[config.mk]
export PLATFORM = sky130hd
export DESIGN_NAME = escaped_block_receive_deframer_flat
export DESIGN_NICKNAME = d
export VERILOG_FILES = /design/src/ebrd_pkg.sv /design/src/ebrd_req_if.sv /design/src/ebrd_rsp_if.sv /design/src/ebrd_front.sv /design/src/ebrd_queue.sv /design/src/ebrd_back.sv /design/src/escaped_block_receive_deframer.sv /design/src/flat_wrapper.sv
export SDC_FILE = /design/constraint.sdc
export NUM_CORES = 1
export LEC_CHECK = 0
export BUFFER_PORTS_ARGS = -buffer_cell sky130_fd_sc_hd__buf_2
export CAP_MARGIN = 20
export CORE_MARGIN = 2
export CORE_UTILIZATION = 59
export CTS_BUF_LIST = sky130_fd_sc_hd__clkbuf_8
export CTS_CLUSTER_SIZE = 14
export DETAILED_ROUTE_END_ITERATION = 7
export PLACE_DENSITY = 0.94
export SLEW_MARGIN = 20
export SYNTH_ARGS = -nofsm -noshare
export SYNTH_HDL_FRONTEND = slang
export SYNTH_HIERARCHICAL = 1
export SYNTH_SLANG_ARGS = --single-unit
[constraint.sdc]
create_clock -name clock -period 4 [get_ports clock]
set_clock_uncertainty 0.05 [all_clocks]
set_input_delay 0 -clock clock [delete_from_list [all_inputs] [get_ports clock]]
set_output_delay 0 -clock clock [all_outputs]
set_load 0.02 [all_outputs]
[src/ebrd_pkg.sv]
package ebrd_pkg;

   // Field widths of the transfer payloads.
   localparam int CMD_W    = 2;
   localparam int BYTE_W   = 8;
   localparam int OFFSET_W = 10;
   localparam int COUNT_W  = 11;
   localparam int LIMIT_W  = 11;

   // Configuration port geometry.
   localparam int DATA_W   = 32;
   localparam int ADDR_W   = 5;
   localparam int REG_IDX_W = 3;

   // Command codes carried by the request channel.
   localparam logic [CMD_W-1:0] CMD_BYTE      = 2'd0;
   localparam logic [CMD_W-1:0] CMD_ARM       = 2'd1;
   localparam logic [CMD_W-1:0] CMD_CHAR_MODE = 2'd2;

   // Register indexes on the configuration port.
   localparam logic [REG_IDX_W-1:0] REG_START_CODE   = 3'd0;
   localparam logic [REG_IDX_W-1:0] REG_END_CODE     = 3'd1;
   localparam logic [REG_IDX_W-1:0] REG_ESCAPE_CODE  = 3'd2;
   localparam logic [REG_IDX_W-1:0] REG_ESCAPE_MASK  = 3'd3;
   localparam logic [REG_IDX_W-1:0] REG_RESTART_CODE = 3'd4;
   localparam logic [REG_IDX_W-1:0] REG_BLOCK_LIMIT  = 3'd5;
   localparam logic [REG_IDX_W-1:0] REG_DELIVER_EN   = 3'd6;

   // Register reset values.
   localparam logic [BYTE_W-1:0]  RST_ESCAPE_MASK = 8'd128;
   localparam logic [LIMIT_W-1:0] RST_BLOCK_LIMIT = 11'd1024;

   // Decoded kind of a request.
   typedef enum logic [1:0] {
      KIND_BYTE,
      KIND_ARM,
      KIND_CHAR_MODE,
      KIND_NONE
   } kind_type;

   // Configuration register file contents.
   typedef struct packed {
      logic [BYTE_W-1:0]  start_code;
      logic [BYTE_W-1:0]  end_code;
      logic [BYTE_W-1:0]  escape_code;
      logic [BYTE_W-1:0]  escape_flag_mask;
      logic [BYTE_W-1:0]  restart_code;
      logic [LIMIT_W-1:0] block_limit;
      logic               deliver_enable;
   } cfg_type;

   // A classified request, as it travels from the front end to the back end.
   typedef struct packed {
      kind_type          kind;
      logic [BYTE_W-1:0] rx_byte;
      logic [BYTE_W-1:0] mapped_byte;
      logic              rx_error;
      logic              tx_active;
      logic              is_start;
      logic              is_end;
      logic              is_escape;
      logic              is_restart;
      logic              has_flag;
   } cls_type;

endpackage

[src/ebrd_req_if.sv]
interface ebrd_req_if;
   import ebrd_pkg::*;

   logic              valid;
   logic              ready;
   logic [CMD_W-1:0]  command;
   logic [BYTE_W-1:0] rx_byte;
   logic              rx_error;
   logic              tx_active;

   modport source (output valid, command, rx_byte, rx_error, tx_active, input ready);
   modport sink   (input valid, command, rx_byte, rx_error, tx_active, output ready);
endinterface

[src/ebrd_rsp_if.sv]
interface ebrd_rsp_if;
   import ebrd_pkg::*;

   logic                valid;
   logic                ready;
   logic [BYTE_W-1:0]   out_byte;
   logic                deliver_valid;
   logic                store_valid;
   logic [OFFSET_W-1:0] store_offset;
   logic                block_done;
   logic                send_restart;
   logic                tx_restart;
   logic [COUNT_W-1:0]  byte_count;

   modport source (output valid, out_byte, deliver_valid, store_valid, store_offset,
                   block_done, send_restart, tx_restart, byte_count, input ready);
   modport sink   (input valid, out_byte, deliver_valid, store_valid, store_offset,
                   block_done, send_restart, tx_restart, byte_count, output ready);
endinterface

[src/ebrd_front.sv]
module ebrd_front (
   ebrd_req_if.sink          req_chan,
   input  ebrd_pkg::cfg_type cfg,
   input  logic              queue_full,
   output logic              push,
   output ebrd_pkg::cls_type cls
);
   import ebrd_pkg::*;

   // A transfer is taken whenever the queue has room.
   assign req_chan.ready = !queue_full;
   assign push           = req_chan.valid && !queue_full;

   // Decode the command and compare the byte against the control codes.
   always_comb begin
      case (req_chan.command)
         CMD_BYTE:      cls.kind = KIND_BYTE;
         CMD_ARM:       cls.kind = KIND_ARM;
         CMD_CHAR_MODE: cls.kind = KIND_CHAR_MODE;
         default:       cls.kind = KIND_NONE;
      endcase
      cls.rx_byte     = req_chan.rx_byte;
      cls.mapped_byte = req_chan.rx_byte | cfg.escape_flag_mask;
      cls.rx_error    = req_chan.rx_error;
      cls.tx_active   = req_chan.tx_active;
      cls.is_start    = (req_chan.rx_byte == cfg.start_code);
      cls.is_end      = (req_chan.rx_byte == cfg.end_code);
      cls.is_escape   = (req_chan.rx_byte == cfg.escape_code);
      cls.is_restart  = (req_chan.rx_byte == cfg.restart_code);
      cls.has_flag    = ((req_chan.rx_byte & cfg.escape_flag_mask) != '0);
   end
endmodule

[src/ebrd_queue.sv]
module ebrd_queue #(
   parameter int DEPTH = 2
) (
   input  logic              clock,
   input  logic              reset,
   input  logic              push,
   input  ebrd_pkg::cls_type push_data,
   input  logic              pop,
   output ebrd_pkg::cls_type pop_data,
   output logic              full,
   output logic              empty
);
   import ebrd_pkg::*;

   localparam int PTR_W = (DEPTH > 1) ? $clog2(DEPTH) : 1;
   localparam int CNT_W = $clog2(DEPTH + 1);
   localparam logic [PTR_W-1:0] LAST = PTR_W'(DEPTH - 1);

   cls_type          entry_ff [DEPTH];
   logic [PTR_W-1:0] wr_ptr_ff, wr_ptr_in;
   logic [PTR_W-1:0] rd_ptr_ff, rd_ptr_in;
   logic [CNT_W-1:0] count_ff, count_in;

   assign full     = (count_ff == CNT_W'(DEPTH));
   assign empty    = (count_ff == '0);
   assign pop_data = entry_ff[rd_ptr_ff];

   // Pointer and occupancy update.
   always_comb begin
      wr_ptr_in = wr_ptr_ff;
      rd_ptr_in = rd_ptr_ff;
      count_in  = count_ff;
      if (push) begin
         wr_ptr_in = (wr_ptr_ff == LAST) ? '0 : wr_ptr_ff + 1'b1;
      end
      if (pop) begin
         rd_ptr_in = (rd_ptr_ff == LAST) ? '0 : rd_ptr_ff + 1'b1;
      end
      if (push && !pop) begin
         count_in = count_ff + 1'b1;
      end else if (pop && !push) begin
         count_in = count_ff - 1'b1;
      end
   end

   always_ff @(posedge clock) begin
      if (reset) begin
         wr_ptr_ff <= '0;
         rd_ptr_ff <= '0;
         count_ff  <= '0;
      end else begin
         wr_ptr_ff <= wr_ptr_in;
         rd_ptr_ff <= rd_ptr_in;
         count_ff  <= count_in;
      end
   end

   // Entry storage needs no reset.
   always_ff @(posedge clock) begin
      if (push) begin
         entry_ff[wr_ptr_ff] <= push_data;
      end
   end
endmodule

[src/ebrd_back.sv]
module ebrd_back #(
   parameter int BLOCK_MAX = 1024
) (
   input  logic              clock,
   input  logic              reset,
   input  ebrd_pkg::cfg_type cfg,
   input  ebrd_pkg::cls_type cls,
   input  logic              queue_empty,
   output logic              pop,
   ebrd_rsp_if.source        rsp_chan
);
   import ebrd_pkg::*;

   localparam int MAX_W = $clog2(BLOCK_MAX + 1);
   localparam int CMP_W = (MAX_W > COUNT_W + 1) ? MAX_W : COUNT_W + 1;

   typedef enum logic [2:0] {
      PH_CHAR,
      PH_READY,
      PH_READ,
      PH_WAIT,
      PH_DONE
   } phase_type;

   phase_type           phase_ff, phase_in;
   logic                escape_ff, escape_in;
   logic [COUNT_W-1:0]  count_ff, count_in;
   logic                rsp_valid_ff;
   logic [BYTE_W-1:0]   out_byte_ff, out_byte_in;
   logic                deliver_ff, deliver_in;
   logic                store_ff, store_in;
   logic [OFFSET_W-1:0] offset_ff, offset_in;
   logic                done_ff, done_in;
   logic                send_restart_ff, send_restart_in;
   logic                tx_restart_ff, tx_restart_in;

   logic [CMP_W-1:0]    limit_eff;
   logic [CMP_W-1:0]    count_plus;
   logic                limit_hit;
   logic                out_free;

   // The result register takes a new result when empty or being drained.
   assign out_free = !rsp_valid_ff || rsp_chan.ready;
   assign pop      = out_free && !queue_empty;

   // Effective block limit is capped at the buffer size.
   assign limit_eff  = (CMP_W'(cfg.block_limit) > CMP_W'(BLOCK_MAX)) ?
                       CMP_W'(BLOCK_MAX) : CMP_W'(cfg.block_limit);
   assign count_plus = CMP_W'(count_ff) + 1'b1;
   assign limit_hit  = (count_plus >= limit_eff);

   // Phase machine: work out the next state and the result of one item.
   always_comb begin
      phase_in        = phase_ff;
      escape_in       = escape_ff;
      count_in        = count_ff;
      out_byte_in     = '0;
      deliver_in      = 1'b0;
      store_in        = 1'b0;
      offset_in       = '0;
      done_in         = 1'b0;
      send_restart_in = 1'b0;
      tx_restart_in   = 1'b0;
      case (cls.kind)
         KIND_ARM: begin
            phase_in  = PH_READY;
            escape_in = 1'b0;
            count_in  = '0;
         end
         KIND_CHAR_MODE: begin
            phase_in  = PH_CHAR;
            escape_in = 1'b0;
            count_in  = '0;
         end
         KIND_BYTE: begin
            case (phase_ff)
               PH_CHAR: begin
                  if (cls.is_restart && cls.tx_active) begin
                     tx_restart_in = 1'b1;
                  end else if (cfg.deliver_enable) begin
                     out_byte_in = cls.rx_byte;
                     deliver_in  = 1'b1;
                  end
               end
               PH_READY: begin
                  if (cls.is_start) begin
                     phase_in = PH_READ;
                  end else begin
                     send_restart_in = 1'b1;
                     phase_in        = PH_WAIT;
                  end
               end
               PH_READ: begin
                  if (cls.rx_error || (escape_ff && !cls.is_end && !cls.is_start &&
                                       cls.has_flag)) begin
                     // Line error or impossible escape: drop the block.
                     phase_in        = PH_WAIT;
                     escape_in       = 1'b0;
                     count_in        = '0;
                     send_restart_in = 1'b1;
                  end else if (cls.is_end) begin
                     phase_in = PH_DONE;
                     done_in  = 1'b1;
                  end else if (cls.is_start) begin
                     escape_in = 1'b0;
                     count_in  = '0;
                  end else if (!escape_ff && cls.is_escape) begin
                     escape_in = 1'b1;
                  end else begin
                     // Store a plain byte, or an escaped byte with its flag set.
                     escape_in   = 1'b0;
                     out_byte_in = escape_ff ? cls.mapped_byte : cls.rx_byte;
                     store_in    = 1'b1;
                     offset_in   = count_ff[OFFSET_W-1:0];
                     count_in    = count_plus[COUNT_W-1:0];
                     if (limit_hit) begin
                        phase_in = PH_DONE;
                        done_in  = 1'b1;
                     end
                  end
               end
               PH_WAIT: begin
                  if (cls.is_start) begin
                     phase_in = PH_READ;
                  end else if (cls.is_end) begin
                     phase_in = PH_READY;
                  end
               end
               default: begin
               end
            endcase
         end
         default: begin
         end
      endcase
   end

   // State and result register.
   always_ff @(posedge clock) begin
      if (reset) begin
         phase_ff     <= PH_CHAR;
         escape_ff    <= 1'b0;
         count_ff     <= '0;
         rsp_valid_ff <= 1'b0;
      end else begin
         if (pop) begin
            phase_ff  <= phase_in;
            escape_ff <= escape_in;
            count_ff  <= count_in;
         end
         if (out_free) begin
            rsp_valid_ff <= !queue_empty;
         end
      end
      if (pop) begin
         out_byte_ff     <= out_byte_in;
         deliver_ff      <= deliver_in;
         store_ff        <= store_in;
         offset_ff       <= offset_in;
         done_ff         <= done_in;
         send_restart_ff <= send_restart_in;
         tx_restart_ff   <= tx_restart_in;
      end
   end

   // The byte count of a result is the count held after that item.
   logic [COUNT_W-1:0] byte_count_ff;
   always_ff @(posedge clock) begin
      if (pop) begin
         byte_count_ff <= count_in;
      end
   end

   assign rsp_chan.valid         = rsp_valid_ff;
   assign rsp_chan.out_byte      = out_byte_ff;
   assign rsp_chan.deliver_valid = deliver_ff;
   assign rsp_chan.store_valid   = store_ff;
   assign rsp_chan.store_offset  = offset_ff;
   assign rsp_chan.block_done    = done_ff;
   assign rsp_chan.send_restart  = send_restart_ff;
   assign rsp_chan.tx_restart    = tx_restart_ff;
   assign rsp_chan.byte_count    = byte_count_ff;
endmodule

[src/escaped_block_receive_deframer.sv]
// Requests are queued, then processed into registered results. Throughput:
// one request per cycle while the queue has room; the back end's phase
// machine takes one queued item per cycle while the result register drains.
// Reset: synchronous, active high; clears phase, escape flag, stored count,
// the queue pointers and the result valid flag, and loads the register defaults.
module escaped_block_receive_deframer #(
   parameter int BLOCK_MAX   = 1024,
   parameter int QUEUE_DEPTH = 2
) (
   input  logic                            clock,
   input  logic                            reset,
   ebrd_req_if.sink                        req_chan,
   ebrd_rsp_if.source                      rsp_chan,
   input  logic                            psel,
   input  logic                            penable,
   input  logic                            pwrite,
   input  logic [ebrd_pkg::ADDR_W-1:0]     paddr,
   input  logic [ebrd_pkg::DATA_W-1:0]     pwdata,
   output logic [ebrd_pkg::DATA_W-1:0]     prdata,
   output logic                            pready
);
   import ebrd_pkg::*;

   cfg_type               cfg_ff, cfg_in;
   logic [REG_IDX_W-1:0]  reg_idx;
   logic                  cfg_write;
   logic                  push;
   logic                  pop;
   logic                  queue_full;
   logic                  queue_empty;
   cls_type               push_cls;
   cls_type               pop_cls;

   assign pready    = 1'b1;
   assign reg_idx   = paddr[ADDR_W-1:2];
   assign cfg_write = psel && penable && pwrite && pready;

   // Register write decode.
   always_comb begin
      cfg_in = cfg_ff;
      if (cfg_write) begin
         case (reg_idx)
            REG_START_CODE:   cfg_in.start_code       = pwdata[BYTE_W-1:0];
            REG_END_CODE:     cfg_in.end_code         = pwdata[BYTE_W-1:0];
            REG_ESCAPE_CODE:  cfg_in.escape_code      = pwdata[BYTE_W-1:0];
            REG_ESCAPE_MASK:  cfg_in.escape_flag_mask = pwdata[BYTE_W-1:0];
            REG_RESTART_CODE: cfg_in.restart_code     = pwdata[BYTE_W-1:0];
            REG_BLOCK_LIMIT:  cfg_in.block_limit      = pwdata[LIMIT_W-1:0];
            REG_DELIVER_EN:   cfg_in.deliver_enable   = pwdata[0];
            default: begin
            end
         endcase
      end
   end

   always_ff @(posedge clock) begin
      if (reset) begin
         cfg_ff.start_code       <= '0;
         cfg_ff.end_code         <= '0;
         cfg_ff.escape_code      <= '0;
         cfg_ff.escape_flag_mask <= RST_ESCAPE_MASK;
         cfg_ff.restart_code     <= '0;
         cfg_ff.block_limit      <= RST_BLOCK_LIMIT;
         cfg_ff.deliver_enable   <= 1'b0;
      end else begin
         cfg_ff <= cfg_in;
      end
   end

   // Register read mux.
   always_comb begin
      case (reg_idx)
         REG_START_CODE:   prdata = DATA_W'(cfg_ff.start_code);
         REG_END_CODE:     prdata = DATA_W'(cfg_ff.end_code);
         REG_ESCAPE_CODE:  prdata = DATA_W'(cfg_ff.escape_code);
         REG_ESCAPE_MASK:  prdata = DATA_W'(cfg_ff.escape_flag_mask);
         REG_RESTART_CODE: prdata = DATA_W'(cfg_ff.restart_code);
         REG_BLOCK_LIMIT:  prdata = DATA_W'(cfg_ff.block_limit);
         REG_DELIVER_EN:   prdata = DATA_W'(cfg_ff.deliver_enable);
         default:          prdata = '0;
      endcase
   end

   // Front end: accept and classify requests.
   ebrd_front u_front (
      .req_chan   (req_chan),
      .cfg        (cfg_ff),
      .queue_full (queue_full),
      .push       (push),
      .cls        (push_cls)
   );

   // Queue between the front and back ends.
   ebrd_queue #(
      .DEPTH (QUEUE_DEPTH)
   ) u_queue (
      .clock     (clock),
      .reset     (reset),
      .push      (push),
      .push_data (push_cls),
      .pop       (pop),
      .pop_data  (pop_cls),
      .full      (queue_full),
      .empty     (queue_empty)
   );

   // Back end: phase machine and result register.
   ebrd_back #(
      .BLOCK_MAX (BLOCK_MAX)
   ) u_back (
      .clock       (clock),
      .reset       (reset),
      .cfg         (cfg_ff),
      .cls         (pop_cls),
      .queue_empty (queue_empty),
      .pop         (pop),
      .rsp_chan    (rsp_chan)
   );
endmodule

[src/flat_wrapper.sv]
// flat-port wrapper written by rule: the top's interface ports become plain ports
module escaped_block_receive_deframer_flat import ebrd_pkg::*;
#(
   parameter int BLOCK_MAX   = 1024,
   parameter int QUEUE_DEPTH = 2
)
  (clock, reset, psel, penable, pwrite, paddr, pwdata, prdata, pready, req_chan_valid, req_chan_command, req_chan_rx_byte, req_chan_rx_error, req_chan_tx_active, req_chan_ready, rsp_chan_valid, rsp_chan_out_byte, rsp_chan_deliver_valid, rsp_chan_store_valid, rsp_chan_store_offset, rsp_chan_block_done, rsp_chan_send_restart, rsp_chan_tx_restart, rsp_chan_byte_count, rsp_chan_ready);
  ebrd_req_if req_chan_i ();
  ebrd_rsp_if rsp_chan_i ();
  input  logic clock;
  input  logic reset;
  input  logic psel;
  input  logic penable;
  input  logic pwrite;
  input  logic [ebrd_pkg::ADDR_W-1:0] paddr;
  input  logic [ebrd_pkg::DATA_W-1:0] pwdata;
  output logic [ebrd_pkg::DATA_W-1:0] prdata;
  output logic pready;
  input wire logic [$bits(req_chan_i.valid)-1:0] req_chan_valid;
  input wire logic [$bits(req_chan_i.command)-1:0] req_chan_command;
  input wire logic [$bits(req_chan_i.rx_byte)-1:0] req_chan_rx_byte;
  input wire logic [$bits(req_chan_i.rx_error)-1:0] req_chan_rx_error;
  input wire logic [$bits(req_chan_i.tx_active)-1:0] req_chan_tx_active;
  output wire logic [$bits(req_chan_i.ready)-1:0] req_chan_ready;
  output wire logic [$bits(rsp_chan_i.valid)-1:0] rsp_chan_valid;
  output wire logic [$bits(rsp_chan_i.out_byte)-1:0] rsp_chan_out_byte;
  output wire logic [$bits(rsp_chan_i.deliver_valid)-1:0] rsp_chan_deliver_valid;
  output wire logic [$bits(rsp_chan_i.store_valid)-1:0] rsp_chan_store_valid;
  output wire logic [$bits(rsp_chan_i.store_offset)-1:0] rsp_chan_store_offset;
  output wire logic [$bits(rsp_chan_i.block_done)-1:0] rsp_chan_block_done;
  output wire logic [$bits(rsp_chan_i.send_restart)-1:0] rsp_chan_send_restart;
  output wire logic [$bits(rsp_chan_i.tx_restart)-1:0] rsp_chan_tx_restart;
  output wire logic [$bits(rsp_chan_i.byte_count)-1:0] rsp_chan_byte_count;
  input wire logic [$bits(rsp_chan_i.ready)-1:0] rsp_chan_ready;
  assign req_chan_i.valid = req_chan_valid;
  assign req_chan_i.command = req_chan_command;
  assign req_chan_i.rx_byte = req_chan_rx_byte;
  assign req_chan_i.rx_error = req_chan_rx_error;
  assign req_chan_i.tx_active = req_chan_tx_active;
  assign req_chan_ready = req_chan_i.ready;
  assign rsp_chan_valid = rsp_chan_i.valid;
  assign rsp_chan_out_byte = rsp_chan_i.out_byte;
  assign rsp_chan_deliver_valid = rsp_chan_i.deliver_valid;
  assign rsp_chan_store_valid = rsp_chan_i.store_valid;
  assign rsp_chan_store_offset = rsp_chan_i.store_offset;
  assign rsp_chan_block_done = rsp_chan_i.block_done;
  assign rsp_chan_send_restart = rsp_chan_i.send_restart;
  assign rsp_chan_tx_restart = rsp_chan_i.tx_restart;
  assign rsp_chan_byte_count = rsp_chan_i.byte_count;
  assign rsp_chan_i.ready = rsp_chan_ready;
  escaped_block_receive_deframer #(.BLOCK_MAX(BLOCK_MAX), .QUEUE_DEPTH(QUEUE_DEPTH)) u_core (.clock(clock), .reset(reset), .req_chan(req_chan_i), .rsp_chan(rsp_chan_i), .psel(psel), .penable(penable), .pwrite(pwrite), .paddr(paddr), .pwdata(pwdata), .prdata(prdata), .pready(pready));
endmodule
Word-level counts from Yosys, hierarchy flattened --
Memories as Yosys holds them, arrays and structs flattened. A register that Yosys moved wholly into a read port is not among the register bits. Cells that the tools add are included. W data, S select, Z words.
Word-level totals: memories kept 1, flip-flop bits (word level) 106, RAM bits 50, output and inout port bits 69, word-level logic and storage cells 156
Operators by class: magnitude comparators 2, bitwise logic cells 5, eq/ne operators 25, $add $sub $neg 5, mux-type cells 51, reduce and logical (&&, ||, !) cells 45
Memory list:
- u_core.u_queue.entry_ff | depth 2, width 25, rd ports 1, clocked after Yosys merged registers in 1, wr ports 1, RTL line ebrd_queue.sv:19 | cls_type entry_ff [DEPTH];
Operator list (count):
- $pmux W11 S7 | 1
- $mux W11 | 6
- $mux W8 | 7
- $eq A8 B8 Y1 | 4
- $pmux W11 S2 | 1
- $mux W1 | 21
- $mux W3 | 7
- $pmux W3 S3 | 2
- $pmux W8 S2 | 1
- $reduce_and A2 Y1 | 8
- $ne A5 B5 Y1 const B | 3
- $add A11 B1 Y12 const B | 1
- $eq A3 B2 Y1 const B | 4
- $ge A12 B11 Y1 | 1
- $gt A11 B11 Y1 const B | 1
- $logic_and A1 B1 Y1 | 11
- $eq A3 B3 Y1 const B | 3
- $and A8 B8 Y8 | 1
- $logic_not A1 Y1 | 8
- $or A8 B8 Y8 | 1
- $reduce_bool A8 Y1 | 1
- $reduce_and A7 Y1 | 1
- $eq A2 B2 Y1 const B | 3
- $eq A3 B1 Y1 const B | 2
- 22 further kinds | 34

Logic depth before layout (Yosys ltp) --
Gate-level depths: netlist of the first run.
word-level depth 10, mapped depth 12, depth with buffers taken out 12

Hierarchy --
The synthesis of the first run kept the hierarchy.
Modules (own cells, without submodules):
- escaped_block_receive_deframer | instances 1, seq. area each 1041.0 µm², area each 2777.7 µm², cells an instance 279
- ebrd_back | instances 1, seq. area each 1341.3 µm², area each 2766.4 µm², cells an instance 285
- ebrd_queue | instances 1, seq. area each 1601.5 µm², area each 2010.7 µm², cells an instance 100
- ebrd_front | instances 1, seq. area each 0.0 µm², area each 608.1 µm², cells an instance 79

Worst setup path before layout of the first run --
OpenSTA, ideal clock, no wires.
kind reg-to-reg, start point reg u_core.u_back.count_ff[0], end point reg u_core.u_back.phase_ff[1], library setup time 123 ps, cell stages (with the launch flop) 13, slack 885 ps, arrival 2942 ps, cells stage by stage dfxtp_1 ha_1 nand2_1 nor3_1 nand3_1 xnor2_1 ha_1 nand3_1 nor3_1 a2111oi_0 a311oi_2 o31ai_4 mux2_1
Between the ends: longest elaborated chain between the ends 4
Ends and longest elaborated chain:
- from (decl) | RTL line ebrd_back.sv:27 | logic [COUNT_W-1:0] count_ff, count_in;
- from (signal assigned) | RTL line ebrd_back.sv:149 | count_ff <= count_in;
- $add A11 B1 Y12 | RTL line ebrd_back.sv:49 | assign count_plus = CMP_W'(count_ff) + 1'b1;
- $ge A12 B11 Y1 | RTL line ebrd_back.sv:50 | assign limit_hit = (count_plus >= limit_eff);
- $ne A5 B5 Y1 (no line)
- $reduce_and A7 Y1 (no line)
- to (signal assigned) | RTL line ebrd_back.sv:147 | phase_ff <= phase_in;
- to (decl) | RTL line ebrd_back.sv:25 | phase_type phase_ff, phase_in;
Every way passes these cells. A chain may end at the register's enable or synchronous reset.

Final worst setup path of the first run --
Ends and elaborated chain as after synthesis.

==> impl_metrics.env, run 1 <==
export IMPL_outcome="finished with violations"
export IMPL_violations="DRC"
export IMPL_gp_congestion=0.921
export IMPL_slew_headroom=0.358
export IMPL_async_flop_share=0
export IMPL_synth_compound_area_frac=0.0866
export IMPL_cp_required_ns=4.29
export IMPL_critPathMaxFanout=8
export IMPL_clock_power_share=0.265
export IMPL_fin_crit_ns=3.66
export IMPL_antenna_left=0
export IMPL_ios=125
export IMPL_fin_area_mm2=0.00906
export IMPL_insertion_delay_ns=0.45
export IMPL_yosys_warnings=6
export IMPL_post_dp_cell_area_mm2=0.00839
export IMPL_grt_max_degree=60
export IMPL_wl_per_cell_um=17.4
export IMPL_critPathCaptureType="flip-flop"
export IMPL_die_w_um=122
export IMPL_yosys_most_used_dff="edfxtp_1"
export IMPL_setup_tns_ns=0
export IMPL_grt_use_total=0.239
export IMPL_num_vias=5929
export IMPL_synthXorXnorAreaFrac=0.0483
export IMPL_grt_pass1_wl_um=27700
export IMPL_diodes=0
export IMPL_clockBufferDepth=2
export IMPL_core_mm2=0.0134
export IMPL_synth_top_family_by_area="simple AND/OR/NAND/NOR gates"
export IMPL_die_h_um=122
export IMPL_ir_drop_uv=266
export IMPL_vias_per_cell=5.88
export IMPL_htree_levels=4
export IMPL_power_leakage_nw=3.61
export IMPL_p_int_w=0.00291
export IMPL_worstSetupStartpointType="flip-flop"
export IMPL_placementRows=42
export IMPL_cp_arrival_ns=3.94
export IMPL_switchingPower_w=0.00147
export IMPL_rsz0062_at_grt="false"
export IMPL_hold_class="input pin to flip-flop"
export IMPL_setup_viol=0
export IMPL_final_hold_violation_count=0
export IMPL_syn_area_mm2=0.00816
export IMPL_fin_nets=889
export IMPL_p_sw_frac=0.336
export IMPL_antenna_found_initial=0
export IMPL_drt_iter0_drc=520
export IMPL_cts_made_buffers=17
export IMPL_synth_mux_area_frac=0.121
export IMPL_tightestPinTransition_ns=0.963
export IMPL_drv_cap=0
export IMPL_synth_distinct_cells=71
export IMPL_syn_area_per_cell_um2=11.0
export IMPL_synth_edf_count=84
export IMPL_path_class="flip-flop to flip-flop"
export IMPL_timing_final_crit_share=0.914
export IMPL_ys_ff_latch=157
export IMPL_ys_seq_area_frac=0.488
export IMPL_combPwrFrac=0.258
export IMPL_dieArea_mm2=0.0148
export IMPL_fmax_ghz=0.273
export IMPL_drc_errors=2
export IMPL_pwr_share_seq=0.477
export IMPL_tritoncts="yes"
export IMPL_maxSlewViolCount=0
export IMPL_drt_wl_total_um=17600
export IMPL_cts_clk_slew_worst_paths_ns=0.09
export IMPL_cts_root_buffer="clkbuf_8"
export IMPL_floorplan_initialDensity=0.609
export IMPL_drive_gt1_frac=0.209
export IMPL_yosys_area_share_simple=0.162
export IMPL_syn_to_final_growth_pct=11.0
export IMPL_syn_inst=743
export IMPL_drtPass1Iterations=8
export IMPL_io_buffers=79
export IMPL_hpwl_um=12000
export IMPL_grt_pass1_vias=5622
export IMPL_powerDensity_mw_per_mm2=484
export IMPL_cts_sinks=157
export IMPL_synthAdderAreaFrac=0.0199
export IMPL_grt_overflow=0
==> metrics by stage <==
stage | std cells | setup slack, ns | hold slack [ns] | util | power, W
6_report | 1009 | 0.343 | 0.0295 | 0.676 | 0.00439
3_3_place_gp | 949 | 0.532 | 0.139 | 0.626 | 0.00319
4_1_cts | 1009 | 0.409 | 0.00142 | 0.676 | 0.00439
5_1_grt | 1009 | 0.0421 | 0.0254 | 0.676 | 0.00457
2_1_floorplan | 763 | 0.885 | 0.0191 | - | 0.00294
3_5_place_dp | 949 | 0.434 | 0.152 | 0.626 | 0.00323
==> metal layers <==
| metal | up-vias | track usage | part of all wire |
|---|---|---|---|
| met4 | 0 | 0.0797 | 0.022 |
| met3 | 50 | 0.0595 | 0.080 |
| met5 | - | 0 | 0 |
| met1 | 2813 | 0.319 | 0.42 |
| met2 | 316 | 0.384 | 0.48 |
| li1 | 2750 | - | - |
==> path summary, 6_finish.rpt <==
path / slack, ns / startpoint / cells after the start / to
worst min-delay path: 0.03 / psel / 4 / u_core/cfg_ff[30]$_SDFFE_PP0P_
worst min register to register: 0.45 / u_core/cfg_ff[9]$_SDFFE_PP0P_ / 2 / u_core/cfg_ff[9]$_SDFFE_PP0P_
worst max register to register: 0.34 / u_core/u_back/count_ff[0]$_SDFFE_PP0P_ / 12 / u_core/u_back/phase_ff[1]$_SDFFE_PP0P_
worst max-delay path: 0.34 / u_core/u_back/count_ff[0]$_SDFFE_PP0P_ / 12 / u_core/u_back/phase_ff[1]$_SDFFE_PP0P_
==> power by group through the flow <==
stage          clock network (W)  logic (W)  registers, W
2_1_floorplan                  0   0.000626       0.00232
3_3_place_gp                   0    0.00107       0.00212
3_5_place_dp                   0    0.00109       0.00213
4_1_cts                  0.00117    0.00113       0.00209
5_1_grt                  0.00124    0.00121       0.00212
6_report                 0.00116    0.00113       0.00209
==> registers in the layout, indices dropped and copies added (netlist names), 2 cells and up, named ones only <==
name,count
u_core/u_queue/entry_ff,50
u_core/u_back/rsp_chan.store_offset,10
u_core/u_back/phase_ff,3
u_core/u_back/rsp_chan.out_byte,8
u_core/u_back/count_ff,11
u_core/u_back/rsp_chan.byte_count,11
u_core/u_queue/count_ff,2
u_core/cfg_ff,52
==> cell usage in the layout, fill, tap and decap left out, types with 10 or more instances in the layout <==
cell type       n
edfxtp_1       84
buf_2          79
dfxtp_1        73
mux2i_1        63
nand2b_1       61
nor2_1         45
xnor2_1        41
nand2_1        32
mux2_2         29
dlygate4sd3_1  28
o21ai_0        24
conb_1         22
a21oi_1        20
clkbuf_8       17
inv_1          16
and3_1         15
nand3_1        15
ha_1           13
or2_2          11
nand4_1        10
==> cell families after synthesis <==
kind of cell / Yosys count
other: 2
AOI/OAI and AO/OA: 102
adders and majority gates: 13
and+or+nand+nor: 234
DFF: 157
xor gates and xnor gates: 45
buffers and inverters: 95
muxes: 95
==> area by class of cell <==
| class | instances | area [um2] |
|---|---|---|
| inverters | 19 | 71.3 |
| clock inverters | 15 | 156 |
| clock buffers | 17 | 234 |
| fillers | 956 | 4340 |
| multi-input cells | 511 | 3660 |
| repair buffers | 114 | 728 |
| well taps | 176 | 220 |
| flip-flops and latches | 157 | 3980 |
==> synth_stat cells, types with 13 or more instances <==
library cell	n	area (um2)
nand2_1	32	120
mux2i_1	63	631
ha_1	13	163
inv_1	16	60.1
a21oi_1	20	100
nand2b_1	61	382
buf_4	38	285
mux2_2	29	327
clkbuf_1	18	67.6
dfxtp_1	73	1460
edfxtp_1	84	2520
o21ai_0	24	120
xnor2_1	41	359
nand3_1	15	75.1
nor2_1	45	169
and3_1	15	93.8
==> critical path, stage by stage (launching register included) <==
cell,delay (ns)
dfxtp_1,0.52
ha_1,0.31
nand2_1,0.12
nor3_1,0.29
nand3_1,0.13
xnor2_1,0.16
ha_1,0.29
nand3_1,0.11
nor3_1,0.07
a2111oi_0,0.57
a311oi_2,0.29
o31ai_4,0.27
mux2_1,0.36
==> repair_timing <==
action / in CTS / in global routing
setup buffers: 0 / 0
hold endpoints to repair: 85 / 0
gates resized for setup: 0 / 0
hold buffers: 28 / 0
No activity file was read; power rests on OpenSTA's default activity.
==> run 2, diff against run 1 <==
--- a/config.mk
+++ b/config.mk
@@ -12,7 +12,8 @@
 export CTS_BUF_LIST = sky130_fd_sc_hd__clkbuf_8
 export CTS_CLUSTER_SIZE = 14
 export DETAILED_ROUTE_END_ITERATION = 7
-export PLACE_DENSITY = 0.94
+export GPL_ROUTABILITY_DRIVEN = 0
+export PLACE_DENSITY = 0.82
 export SLEW_MARGIN = 20
 export SYNTH_ARGS = -nofsm -noshare
 export SYNTH_HDL_FRONTEND = slang
==> impl_metrics.env, run 2 (synthesis results as in run 1) <==
export IMPL_tightestPinTransition_ns=0.900
export IMPL_n_fill_cell=1007
export IMPL_drt_iter0_drc=533
export IMPL_largest_register="u_core/cfg_ff"
export IMPL_path_class="flip-flop to flip-flop"
export IMPL_num_vias=5911
export IMPL_placementRows=42
export IMPL_outcome="finished, final reports clean"
export IMPL_clock_power_share=0.269
export IMPL_ios=125
export IMPL_switchingPower_w=0.00145
export IMPL_io_buffers=79
export IMPL_postCtsSetupBuffers=0
export IMPL_diodes=0
export IMPL_core_mm2=0.0134
export IMPL_timing_final_crit_share=0.907
export IMPL_cts_sinks=157
export IMPL_cp_arrival_ns=3.92
export IMPL_floorplan_initialDensity=0.609
export IMPL_die_w_um=122
export IMPL_ir_drop_uv=255
export IMPL_drc_errors=0
export IMPL_insertion_delay_ns=0.45
export IMPL_critPathCaptureType="flip-flop"
export IMPL_final_hold_violation_count=0
export IMPL_hpwl_um=12400
export IMPL_r2r_start="u_core/u_back/count_ff[0]$_SDFFE_PP0P_"
export IMPL_setup_viol=0
export IMPL_grt_use_total=0.250
export IMPL_htree_levels=4
export IMPL_rsz0062_at_grt="false"
export IMPL_syn_to_final_growth_pct=11.0
export IMPL_power_leakage_nw=3.61
export IMPL_worstSetupStartpointType="flip-flop"
export IMPL_die_h_um=122
export IMPL_cts_clk_slew_worst_paths_ns=0.08
export IMPL_vias_per_cell=5.86
export IMPL_combPwrFrac=0.257
export IMPL_cp_required_ns=4.29
export IMPL_layout_commonest_cell="edfxtp_1"
export IMPL_hold_class="input pin to flip-flop"
export IMPL_slew_headroom=0.395
export IMPL_min_from="pwrite"
export IMPL_fmax_ghz=0.276
export IMPL_p_sw_frac=0.329
export IMPL_critPathMaxFanout=8
export IMPL_powerDensity_mw_per_mm2=487
export IMPL_fin_nets=888
export IMPL_cts_made_buffers=17
export IMPL_grt_pass1_vias=5736
export IMPL_cts_root_buffer="clkbuf_8"
export IMPL_drt_wl_total_um=18000
export IMPL_clockBufferDepth=2
export IMPL_antenna_left=0
export IMPL_hold_ws_ns=0.0267
export IMPL_p_int_w=0.00296
export IMPL_drv_cap=0
export IMPL_wl_per_cell_um=17.9
export IMPL_setup_tns_ns=0
export IMPL_fin_crit_ns=3.63
export IMPL_maxSlewViolCount=0
export IMPL_drtPass1Iterations=8
export IMPL_critPathLaunch="u_core/u_back/count_ff[0]$_SDFFE_PP0P_"
export IMPL_drive_gt1_frac=0.209
export IMPL_pwr_share_seq=0.474
export IMPL_antenna_found_initial=1
export IMPL_grt_overflow=0
export IMPL_layout_common_cells="edfxtp_1, buf_2, dfxtp_1, mux2i_1, nand2b_1"
export IMPL_grt_pass1_wl_um=28800
export IMPL_grt_max_degree=65
export IMPL_dieArea_mm2=0.0148
export IMPL_tritoncts="yes"
export IMPL_largest_reg_flops=52
export IMPL_reg_top3="u_core/cfg_ff: 52 flops, u_core/u_queue/entry_ff: 50 flops"
-- run 2: area by class of cell --
class / instances / area (um2) / area share
flip-flops and latches: 157 / 3980 / 0.440
inverters: 19 / 71.3 / 0.00787
clock inverters: 15 / 163 / 0.0180
repair buffers: 113 / 721 / 0.0796
well taps: 176 / 220 / 0.0243
clock buffers: 17 / 234 / 0.0258
multi-input cells: 511 / 3670 / 0.405
-- run 2: metal layers --
metal,routed length [um],global-route usage
met5,0,0
met1,7740,0.328
met2,8690,0.410
met3,1100,0.0421
met4,501,0.111
-- run 2: power groups by stage --
| stage | Sequential (W) | Combinational [W] | Clock, W |
|---|---|---|---|
| global route | 0.00212 | 0.00122 | 0.00126 |
| CTS | 0.00210 | 0.00113 | 0.00119 |
| floorplan | 0.00232 | 0.000626 | 0 |
| global placement | 0.00211 | 0.00107 | 0 |
| detailed placement | 0.00213 | 0.00110 | 0 |
| finish | 0.00209 | 0.00113 | 0.00118 |
-- run 2: critical path, stage by stage, from the launching register on --
cell and delay (ns):
dfxtp_1 0.52, ha_1 0.33, nand2_1 0.14, nor3_1 0.30, nand3_1 0.14, xnor2_1 0.16, ha_1 0.30, nand3_1 0.11
nor3_1 0.07, a2111oi_1 0.51, a311oi_2 0.26, o31ai_4 0.28, mux2_1 0.35
-- run 2: final timing paths --
kind	end	slack, ns	depth (start not counted)
setup / recovery	u_core/u_back/phase_ff[1]$_SDFFE_PP0P_	0.37	12
hold / removal	u_core/cfg_ff[21]$_SDFFE_PP0P_	0.03	4
setup reg to reg	u_core/u_back/phase_ff[1]$_SDFFE_PP0P_	0.37	12
hold reg to reg	u_core/cfg_ff[4]$_SDFFE_PP0P_	0.46	2
-- run 2: stage by stage --
step,util,instance area (um2),power (W),instances,setup slack [ns]
detailed placement,0.625,8380,0.00323,948,0.319
CTS,0.676,9060,0.00442,1008,0.307
finish,0.676,9060,0.00441,1008,0.373
global placement,0.625,8380,0.00318,948,0.471
floorplan,-,8240,0.00294,763,0.885
global route,0.676,9060,0.00460,1008,0.0429
-- run 2: timing repair --
action	in CTS	in global routing
hold buffers	28	0
setup endpoints to repair	0	1
endpoints found under the hold margin	101	0
gates resized for setup	0	1
